File: config.mk
export PLATFORM = sky130hd
export DESIGN_NAME = pid_controller_deadband_clamp
export DESIGN_NICKNAME = d
export VERILOG_FILES = /design/src/rtl/pidc_pkg.sv /design/src/rtl/pidc_calc.sv /design/src/rtl/pid_controller_deadband_clamp.sv
export SDC_FILE = /design/constraint.sdc
export NUM_CORES = 2
export LEC_CHECK = 0
export ABC_AREA = 0
export CAP_MARGIN = 20
export CORE_ASPECT_RATIO = 1.25
export CORE_UTILIZATION = 61
export CTS_BUF_LIST = sky130_fd_sc_hd__clkbuf_4
export DETAILED_ROUTE_END_ITERATION = 12
export DONT_BUFFER_PORTS = 1
export PLACE_DENSITY_LB_ADDON = 0.3
export SETUP_SLACK_MARGIN = 0.02
export SYNTH_ARGS = -nofsm -noshare
export SYNTH_HDL_FRONTEND = slang
export SYNTH_SLANG_ARGS = --single-unit
File: constraint.sdc
create_clock -name clk -period 17.8 [get_ports clk]
set_input_delay 0.89 -clock clk [delete_from_list [all_inputs] [get_ports clk]]
set_output_delay 0.89 -clock clk [all_outputs]
set_load 0.02 [all_outputs]
File: src/rtl/pidc_pkg.sv
// Shared types, widths and constants for the PID controller with dead band and clamps.
package pidc_pkg;

  // Fixed-point format of values and gains.
  localparam int FRAC_BITS = 8;

  localparam int MEAS_W   = 24;
  localparam int DRIVE_W  = 24;
  localparam int GAIN_W   = 16;
  localparam int LIMIT_W  = 15;
  localparam int ERR_W    = MEAS_W + 1;
  localparam int INT_W    = 21;
  localparam int CFG_IDX_W = 3;
  localparam int CFG_DATA_W = 24;

  // Operating modes.
  localparam logic [1:0] MODE_SPEED = 2'd0;
  localparam logic [1:0] MODE_LINE  = 2'd1;
  localparam logic [1:0] MODE_POS   = 2'd2;
  localparam logic [1:0] MODE_NONE  = 2'd3;

  // Configuration register indexes.
  localparam logic [CFG_IDX_W-1:0] REG_ENABLE = 3'd0;
  localparam logic [CFG_IDX_W-1:0] REG_MODE   = 3'd1;
  localparam logic [CFG_IDX_W-1:0] REG_TARGET = 3'd2;
  localparam logic [CFG_IDX_W-1:0] REG_GAIN_P = 3'd3;
  localparam logic [CFG_IDX_W-1:0] REG_GAIN_I = 3'd4;
  localparam logic [CFG_IDX_W-1:0] REG_GAIN_D = 3'd5;
  localparam logic [CFG_IDX_W-1:0] REG_LIMIT  = 3'd6;

  localparam logic [LIMIT_W-1:0] LIMIT_RESET = 15'd7200;

  // Dead band half-widths in whole units, and the integral clamp.
  localparam int DB_SPEED_UNITS = 1;
  localparam int DB_LINE_UNITS  = 3;
  localparam int DB_POS_UNITS   = 10;
  localparam int INT_LIM_UNITS  = 3000;

  typedef struct packed {
    logic                      enable;
    logic [1:0]                mode;
    logic signed [MEAS_W-1:0]  target;
    logic signed [GAIN_W-1:0]  gain_p;
    logic signed [GAIN_W-1:0]  gain_i;
    logic signed [GAIN_W-1:0]  gain_d;
    logic [LIMIT_W-1:0]        out_limit;
  } cfg_t;

  typedef struct packed {
    logic signed [INT_W-1:0] integral_sum;
    logic signed [ERR_W-1:0] last_error;
  } ctl_state_t;

endpackage

File: src/rtl/pidc_calc.sv
// Single-pass PID arithmetic: error, dead band, integral clamp, gain products, output clamp.
module pidc_calc import pidc_pkg::*; (
  input  cfg_t                      cfg,
  input  ctl_state_t                state_cur,
  input  logic signed [MEAS_W-1:0]  measured,
  output logic signed [DRIVE_W-1:0] drive,
  output ctl_state_t                state_next
);

  localparam int SUM_W  = ERR_W + 1;
  localparam int DIFF_W = ERR_W + 1;
  localparam int P_W    = GAIN_W + ERR_W;
  localparam int I_W    = GAIN_W + INT_W;
  localparam int D_W    = GAIN_W + DIFF_W;
  localparam int ACC_W  = D_W + 2;

  localparam logic signed [ERR_W-1:0] DB_SPEED = ERR_W'(DB_SPEED_UNITS * (1 << FRAC_BITS));
  localparam logic signed [ERR_W-1:0] DB_LINE  = ERR_W'(DB_LINE_UNITS * (1 << FRAC_BITS));
  localparam logic signed [ERR_W-1:0] DB_POS   = ERR_W'(DB_POS_UNITS * (1 << FRAC_BITS));
  localparam logic signed [SUM_W-1:0] INT_LIM  = SUM_W'(INT_LIM_UNITS * (1 << FRAC_BITS));

  logic signed [ERR_W-1:0]  meas_x;
  logic signed [ERR_W-1:0]  target_x;
  logic signed [ERR_W-1:0]  err_raw;
  logic signed [ERR_W-1:0]  band;
  logic signed [ERR_W-1:0]  err;
  logic signed [SUM_W-1:0]  int_sum;
  logic signed [INT_W-1:0]  int_new;
  logic signed [INT_W-1:0]  int_op;
  logic signed [DIFF_W-1:0] diff;
  logic signed [P_W-1:0]    p_prod;
  logic signed [I_W-1:0]    i_prod;
  logic signed [D_W-1:0]    d_prod;
  logic signed [ACC_W-1:0]  p_term;
  logic signed [ACC_W-1:0]  i_term;
  logic signed [ACC_W-1:0]  d_term;
  logic signed [ACC_W-1:0]  acc;
  logic signed [ACC_W-1:0]  olim;
  logic signed [ACC_W-1:0]  acc_clamped;

  always_comb begin
    meas_x   = ERR_W'(measured);
    target_x = ERR_W'($signed(cfg.target));

    case (cfg.mode)
      MODE_LINE: begin
        err_raw = meas_x - target_x;
        band    = DB_LINE;
      end
      MODE_POS: begin
        err_raw = target_x - meas_x;
        band    = DB_POS;
      end
      default: begin
        err_raw = target_x - meas_x;
        band    = DB_SPEED;
      end
    endcase

    err = (err_raw >= -band && err_raw <= band) ? '0 : err_raw;

    // The integral saturates at the clamp and sits exactly on the negative bound below it.
    int_sum = SUM_W'(state_cur.integral_sum) + SUM_W'(err);
    if (int_sum >= INT_LIM) begin
      int_new = INT_W'(INT_LIM);
    end else if (int_sum < -INT_LIM) begin
      int_new = INT_W'(-INT_LIM);
    end else begin
      int_new = INT_W'(int_sum);
    end

    int_op = (cfg.mode == MODE_SPEED) ? int_new : state_cur.integral_sum;
    diff   = DIFF_W'(err) - DIFF_W'(state_cur.last_error);

    p_prod = P_W'($signed(cfg.gain_p)) * P_W'(err);
    i_prod = I_W'($signed(cfg.gain_i)) * I_W'(int_op);
    d_prod = D_W'($signed(cfg.gain_d)) * D_W'(diff);

    // Arithmetic shifts truncate each product toward minus infinity.
    p_term = ACC_W'(p_prod >>> FRAC_BITS);
    i_term = (cfg.mode == MODE_POS) ? '0 : ACC_W'(i_prod >>> FRAC_BITS);
    d_term = (cfg.mode == MODE_SPEED) ? '0 : ACC_W'(d_prod >>> FRAC_BITS);
    acc    = p_term + i_term + d_term;

    olim = ACC_W'(cfg.out_limit) << FRAC_BITS;
    if (acc > olim) begin
      acc_clamped = olim;
    end else if (acc < -olim) begin
      acc_clamped = -olim;
    end else begin
      acc_clamped = acc;
    end

    drive      = '0;
    state_next = state_cur;
    if (cfg.mode != MODE_NONE) begin
      if (cfg.enable) begin
        drive                 = DRIVE_W'(acc_clamped);
        state_next.last_error = err;
        if (cfg.mode == MODE_SPEED) begin
          state_next.integral_sum = int_new;
        end
      end else begin
        if (cfg.mode == MODE_SPEED) begin
          state_next.last_error = '0;
        end else if (cfg.mode == MODE_LINE) begin
          state_next.last_error   = '0;
          state_next.integral_sum = '0;
        end
      end
    end
  end

endmodule

File: src/rtl/pid_controller_deadband_clamp.sv
// Top level of the PID controller with dead band and clamps: registers and handshakes.
//
//  channel  signals                                direction  payload
//  in       in_valid, in_ready, measured           input      one measured sample
//  out      out_valid, out_ready, drive            output     one drive value
//  cfg      cfg_valid, cfg_ready, cfg_index/data   input      register write
//
// One item a cycle is sustained while the output is taken; an accepted item sits in the
// input register while the arithmetic runs, and the result register takes the drive value
// once the output is free, which makes the result visible. The integral and last error
// update as the item moves into the result register. A stalled output holds the
// pipeline; an empty input register still takes an item while the result register
// waits. Reset is synchronous; configuration writes are always accepted.
module pid_controller_deadband_clamp import pidc_pkg::*; (
  input  logic                         clk,
  input  logic                         rst,
  input  logic                         in_valid,
  output logic                         in_ready,
  input  logic signed [MEAS_W-1:0]     measured,
  output logic                         out_valid,
  input  logic                         out_ready,
  output logic signed [DRIVE_W-1:0]    drive,
  input  logic                         cfg_valid,
  output logic                         cfg_ready,
  input  logic [CFG_IDX_W-1:0]         cfg_index,
  input  logic [CFG_DATA_W-1:0]        cfg_data
);

  cfg_t                      cfg;
  ctl_state_t                state_cur;
  ctl_state_t                state_next;
  logic                      s1_valid;
  logic signed [MEAS_W-1:0]  s1_measured;
  logic                      advance;
  logic signed [DRIVE_W-1:0] drive_next;

  assign cfg_ready = 1'b1;
  assign advance   = s1_valid && (!out_valid || out_ready);
  assign in_ready  = !s1_valid || advance;

  pidc_calc u_calc (
    .cfg        (cfg),
    .state_cur  (state_cur),
    .measured   (s1_measured),
    .drive      (drive_next),
    .state_next (state_next)
  );

  always_ff @(posedge clk) begin
    if (rst) begin
      cfg.enable    <= 1'b0;
      cfg.mode      <= MODE_SPEED;
      cfg.target    <= '0;
      cfg.gain_p    <= '0;
      cfg.gain_i    <= '0;
      cfg.gain_d    <= '0;
      cfg.out_limit <= LIMIT_RESET;
    end else if (cfg_valid && cfg_ready) begin
      case (cfg_index)
        REG_ENABLE: cfg.enable    <= cfg_data[0];
        REG_MODE:   cfg.mode      <= cfg_data[1:0];
        REG_TARGET: cfg.target    <= $signed(cfg_data[MEAS_W-1:0]);
        REG_GAIN_P: cfg.gain_p    <= $signed(cfg_data[GAIN_W-1:0]);
        REG_GAIN_I: cfg.gain_i    <= $signed(cfg_data[GAIN_W-1:0]);
        REG_GAIN_D: cfg.gain_d    <= $signed(cfg_data[GAIN_W-1:0]);
        REG_LIMIT:  cfg.out_limit <= cfg_data[LIMIT_W-1:0];
        default: ;
      endcase
    end
  end

  always_ff @(posedge clk) begin
    if (rst) begin
      s1_valid  <= 1'b0;
      out_valid <= 1'b0;
      state_cur <= '0;
    end else begin
      if (in_valid && in_ready) begin
        s1_valid <= 1'b1;
      end else if (advance) begin
        s1_valid <= 1'b0;
      end
      if (advance) begin
        out_valid <= 1'b1;
        state_cur <= state_next;
      end else if (out_ready) begin
        out_valid <= 1'b0;
      end
    end
  end

  always_ff @(posedge clk) begin
    if (in_valid && in_ready) begin
      s1_measured <= measured;
    end
    if (advance) begin
      drive <= drive_next;
    end
  end

endmodule

-- Yosys cells after proc, flatten, opt, wreduce, memory -nomap -nowiden
Cells that the tools add are included.
- word-level logic and storage cells: 85
- bits in registers: 186
- output and inout bits: 27
- $lt $le $gt $ge: 6
- bitwise operators: 2
- reductions and logical operators: 24
- multipliers: 3
- add/sub/neg operators: 8
- equal/unequal tests: 10
- muxes and demuxes: 18
- operator list (kind ; number):
    2-to-1 mux 46 bit ; 2
    2-to-1 mux 44 bit ; 2
    2-to-1 mux 21 bit ; 4
    2-to-1 mux 25 bit ; 3
    subtractor 24 x 24 -> 25 bit ; 2
    adder 33 x 44 -> 44 bit ; 1
    adder 44 bit ; 1
    greater-than comparator 44 x 24 -> 1 bit ; 1
    < comparator 44 bit ; 1
    negation 23 -> 44 bit ; 1
    multiplier 16 x 26 -> 42 bit ; 1
    multiplier 16 x 25 -> 41 bit ; 1
    multiplier 16 x 21 -> 37 bit ; 1
    adder 21 x 25 -> 26 bit ; 1
    greater-or-equal comparator 26 x 21 -> 1 bit, second input constant ; 1
    < comparator 26 x 21 -> 1 bit, second input constant ; 1
    subtractor 25 x 25 -> 26 bit ; 1
    greater-or-equal comparator 25 bit ; 1
    <= comparator 25 x 13 -> 1 bit ; 1
    negation 12 -> 25 bit ; 1
    2-to-1 mux 24 bit ; 1
    case mux 12 bit (2 select lines) ; 1
    2-to-1 mux 23 bit ; 1
    AND reduction 2 bit ; 8
    other kinds (18) ; 32

-- Longest topological paths before layout
- depth in word-level cells: 18
- mapped depth: 95
- depth with buffers taken out: 92

-- Modules after synthesis
A second synthesis with hierarchy kept.
- cells, all modules: 6814
- area, all modules: 58835.2 um^2
- by module, submodules not included (module ; cells each ; times used ; area an instance (um^2)):
    pidc_calc ; 6152 ; 1 ; 52008.6
    pid_controller_deadband_clamp ; 662 ; 1 ; 6826.5

-- Worst setup path before layout
No wires, ideal clock.
- kind: register to register
- from: register s1_measured[0]
- to: register drive[18], data pin
- setup time: 0.155 ns
- data required time: 17.645 ns
- cell stages (with the launch flop): 91
- slack: -0.891 ns
- data arrival time: 18.536 ns
- clock period less this slack: 18.691 ns
- path through: edfxtp_1 inv_1 ha_1 inv_1 fa_1 a21o_1 a221oi_1 o221ai_1 o31ai_1 a2bb2oi_1 xnor2_1 ha_1 a21o_1 a2111oi_0 a21oi_1 a211oi_1 a21oi_1 nand2_1 [... 55 more ...] nor2_1 ha_1 a21o_1 a21o_1 a21o_1 a21o_1 a21o_1 a21o_1 a21oi_1 o211ai_1 a31oi_1 nor3b_1 o31ai_1 a21o_1 clkbuf_1 clkbuf_1 o21ai_0 o22ai_1
- cells in the longest elaborated chain, start to end: 17
- elaborated cells between the ends (all ways): 25
- classes of those cells: add/sub: 6; mul: 3; order compare: 6; mux: 9; reduce/logical: 1
- RTL lines (item ; RTL line ; text):
    start: declaration ; pid_controller_deadband_clamp.sv:33 ; logic signed [MEAS_W-1:0] s1_measured;
    start signal: assignment ; pid_controller_deadband_clamp.sv:94 ; s1_measured <= measured;
    subtractor 24 x 24 -> 25 bit (on tied branches) ; pidc_calc.sv:51, pidc_calc.sv:55, pidc_calc.sv:47 ;
    2-to-1 mux 25 bit (*) ; -- ;
    greater-or-equal comparator 25 bit / <= comparator 25 x 13 -> 1 bit (equally long branches) ; pidc_calc.sv:60 ; err = (err_raw >= -band && err_raw <= band) ? '0 : err_raw;
    logical AND 1 bit ; pidc_calc.sv:60 ;
    2-to-1 mux 25 bit (*) ; pidc_calc.sv:60 ;
    adder 21 x 25 -> 26 bit ; pidc_calc.sv:63 ; int_sum = SUM_W'(state_cur.integral_sum) + SUM_W'(err);
    < comparator 26 x 21 -> 1 bit ; pidc_calc.sv:66 ; end else if (int_sum < -INT_LIM) begin
    2-to-1 mux 21 bit ; pidc_calc.sv:66 ;
    2-to-1 mux 21 bit ; pidc_calc.sv:64 ; if (int_sum >= INT_LIM) begin
    2-to-1 mux 21 bit ; -- ;
    multiplier 16 x 21 -> 37 bit ; pidc_calc.sv:76 ; i_prod = I_W'($signed(cfg.gain_i)) * I_W'(int_op);
    2-to-1 mux 44 bit ; pidc_calc.sv:81 ; i_term = (cfg.mode == MODE_POS) ? '0 : ACC_W'(i_prod >>> FRAC_BITS);
    adder 33 x 44 -> 44 bit ; pidc_calc.sv:83 ; acc = p_term + i_term + d_term;
    adder 44 bit (*) ; pidc_calc.sv:83 ;
    < comparator 44 bit ; pidc_calc.sv:88 ; end else if (acc < -olim) begin
    2-to-1 mux 24 bit ; pidc_calc.sv:88 ;
    2-to-1 mux 23 bit (*) ; pidc_calc.sv:86 ; if (acc > olim) begin
    end signal: assignment ; pid_controller_deadband_clamp.sv:97 ; drive <= drive_next;
    end: declaration ; pid_controller_deadband_clamp.sv:22 ; output logic signed [DRIVE_W-1:0] drive,
Mark *: on every way between the ends. The rest lies on a longest branch, timed or not.
A chain may end at the register's enable or synchronous reset.

-- Worst setup path after layout
- from: register s1_measured[0]
- to: register drive[17], data pin
The elaborated chain is that of the path after synthesis.

==> results.py <==
metrics = {
    "synthesis": {
        "synth-simple-area-share_pct": 17.2,
        "yosys.area.top_type_share_pct": 40.1,
        "synth.cell_area_um2": 57800,
        "avgSynthCellArea_um2": 8.58,
        "ys_ff_latch": 186,
        "muxShareOfSynthArea_pct": 0.569,
        "yosys_warnings": 0,
        "yosys.area_share.adder_pct": 50.8,
        "synthXorXnorAreaFrac_pct": 2.97,
        "synthTopCellsByCount": "1352 x inv_1, 1158 x fa_1, 981 x nand2_1",
        "synth_top_area_cell": "fa_1",
        "synth-edff-count": 48,
        "syn_nets": 8447,
        "yosysUniqueCellTypes": 90,
        "synth-compound-area-share_pct": 10.4,
        "ys_async_sr_fraction_pct": 0,
        "synth.area.top_cells": "fa_1 40%, ha_1 11%, inv_1 8.8%",
        "synth_flop_cell": "dfxtp_1",
        "netlist_instances": 6739,
        "synth_top_family_by_area": "adder cells",
        "yosysMostFrequentCell": "inv_1",
        "seq_area_frac_synth_pct": 7.27,
    },
    "run": {
        "drv_cap": 0,
    },
    "timing": {
        "whs_ps": 75.5,
        "rsz0062_at_grt": "yes",
        "maxSlewViolCount": 0,
        "clock.fmax_ghz": 0.0554,
        "setup_viol": 24,
        "post-route-period-util_pct": 101,
        "worstMarginPinSlew_ps": 1220,
        "finalHoldViolCount": 0,
        "clock_skew_ps": 92.5,
        "finalWorstSetupSlack_ps": -246,
        "period_needed_ps": 18050,
        "slew_headroom_pct": 17.9,
    },
    "place": {
        "port_buffers": 0,
        "globalplace.congestion": 0.989,
        "dp_hpwl_um": 148000,
    },
    "detailed_routing": {
        "vias": 50900,
        "viasPerCell": 5.86,
        "drt-pass1-iter-count": 9,
        "drtIter0Drc": 3988,
        "route.detailed.drc": 0,
        "drt_wl_total_um": 187000,
        "routedWlPerCell_um": 21.5,
        "ant_nets": 0,
    },
    "die": {
        "ios": 83,
        "core_area_um2": 93400,
        "die_area_um2": 96000,
        "die_h_um": 346,
        "fp.dieW_um": 277,
        "initial_core_util_pct": 61.9,
        "rows": 125,
    },
    "global_routing": {
        "overflow": 0,
        "grtUsageMet3_pct": 10.7,
        "grt_use_met1_pct": 46.6,
        "grt.busiest_layer": "met2",
        "grt_use_met2_pct": 65.1,
        "grt_max_degree": 139,
        "grt_use_total_pct": 39.6,
        "antenna_found_initial": 14,
        "grt_pass1_vias": 53600,
        "grt_pass1_wl_um": 291000,
    },
    "final_layout": {
        "areaGrowthSynthToFinish_pct": 17.9,
        "fill_cells": 7065,
        "utilization_pct": 73.0,
        "fin_nets": 9164,
        "drive_gt1_share_pct": 19.0,
    },
    "power": {
        "power_switching_mw": 1.51,
        "p_clk_share_pct": 8.6,
        "p_comb_share_pct": 76.2,
        "ir_drop_mv": 0.0466,
        "pwr-share-seq_pct": 15.2,
        "p_sw_share_pct": 49.6,
        "p_leak_nw": 33.7,
        "intPower_mw": 1.53,
        "power_density_nw_per_um2": 44.6,
    },
    "worst_setup_path": {
        "cp_max_fo": 8,
        "cp_data_required_time_ps": 18430,
        "end_kind": "register",
        "critical_path_class": "register to register",
        "cp_num_buf_inv": 37,
        "path_delay_family": "compound AO/OA/AOI/OAI gates",
        "critPathLaunchType": "register",
        "cp_slowest_cell": "o31ai_1",
        "worst_path_largest_cell_delay_ps": 740,
        "worst_path_most_repeated_cell": "buf_4",
        "crit_arrival_ps": 18670,
    },
    "run_status": {
        "violations": "negative setup slack",
        "outcome": "finished with violations",
    },
    "clock_tree": {
        "cts_buffers": 17,
        "holdBufCountCts": 0,
        "cts_root_buf": "clkbuf_4",
        "h-tree-depth": 4,
        "cts_tree": "built",
        "clockBufferDepth": 2,
        "clk_latency_ps": 910,
        "cts_num_sinks": 186,
        "clkTransAtPathRegs_ps": 270,
    },
    "hold_path": {
        "hold_path.class": "input port to register",
    },
}
==> registers in the layout, summed over array words and instances, names as in the netlist <==
| register | cells |
|---|---|
| s1_valid | 1 |
| state_cur | 46 |
| out_valid | 1 |
| s1_measured | 24 |
| cfg | 90 |
| drive | 24 |
==> final timing paths <==
check,from,end,slack [ps],cells past startpoint
worst max-delay path,s1_measured[0],drive[17],-250,89
worst min-delay path,cfg_data[20],cfg[83],80,2
worst max register to register,s1_measured[0],drive[17],-250,89
worst min register to register,cfg[14],cfg[14],470,2
==> metrics by stage <==
| stage | instance area [µm²] | cells | total power, mW | TNS, ps | setup WS (ps) |
|---|---|---|---|---|---|
| 6_report | 68200 | 8693 | 3.04 | -4250 | -246 |
| 3_3_place_gp | 64800 | 8511 | 2.44 | -16850 | -768 |
| 5_1_grt | 68200 | 8683 | 3.22 | -25050 | -1120 |
| 3_5_place_dp | 64900 | 8512 | 2.48 | -27670 | -1230 |
| 4_1_cts | 67000 | 8640 | 2.89 | -235 | -88.4 |
| 2_1_floorplan | 57900 | 6739 | 1.57 | 0 | 33.7 |
==> power groups by stage <==
| stage | logic, mW | clock network [mW] | registers (mW) |
|---|---|---|---|
| 6_report | 2.32 | 0.261 | 0.462 |
| 5_1_grt | 2.49 | 0.271 | 0.463 |
| 3_5_place_dp | 2.01 | 0 | 0.472 |
| 3_3_place_gp | 1.97 | 0 | 0.471 |
| 4_1_cts | 2.16 | 0.261 | 0.463 |
| 2_1_floorplan | 1.11 | 0 | 0.462 |
==> logic make-up (layout without fill, tap and decap cells) <==
logic type | Yosys count | in the layout
buffers and inverters | 1660 | 2386
other | 1 | 19
XOR/XNOR | 196 | 196
flip-flops | 186 | 186
multiplexers | 31 | 31
adder cells (fa/ha/maj) | 1652 | 1652
AND/OR/NAND/NOR | 2068 | 2071
AO/OA/AOI/OAI | 945 | 946
==> per-layer routing <==
layer | part of all wire [%] | wire length (µm)
met5 | 0.11 | 205
met4 | 6.8 | 12600
met3 | 10 | 18800
met2 | 48 | 89000
met1 | 36 | 66500
==> cell usage in the layout, fill, tap and decap left out, types with 19 or more instances in the layout <==
cell type  Yosys  layout
ha_4           0      35
nor2b_1       64      59
a211oi_1      39      27
nand2_1      981     971
a22oi_1       50      50
xor2_1        57      56
nand3_1       38      34
buf_4          1     951
nand4_1       41      41
o21ai_0      162     109
o21a_1        28      28
buf_6          0      36
a21oi_1      321     268
xnor2_2        0      19
nor3_1        51      45
fa_1        1158    1142
and3_1       127     125
a21o_1       121     120
nor2_1       225     195
o21ai_2        3      27
dfxtp_1      138     138
o21bai_1      19      19
o211ai_1      25      25
and2_1       358     349
edfxtp_1      48      48
a21oi_2        1      49
inv_1       1352    1335
ha_1         494     454
xnor2_1      139     118
nor2_2         1      20
a31oi_1       25      20
o21ai_1       11      37
nand2b_1      84      83
==> what timing repair did <==
item / CTS / global route
pin swaps: 156 / 131
gates resized for setup: 266 / 193
setup endpoints to repair: 24 / 24
cloned: 5 / 1
setup buffers: 93 / 30
==> layout make-up <==
class,instances,area [µm²],area share (%)
Multi-Input combinational cell,4897,49300,72.3
Timing Repair Buffer,998,7740,11.4
Inverter,1356,5090,7.47
Sequential cell,186,4200,6.17
Tap cell,1206,1510,2.21
Clock inverter,15,130,0.191
Clock buffer,17,128,0.187
Antenna cell,18,45.0,0.0661
(Power assumes the default switching activity.)
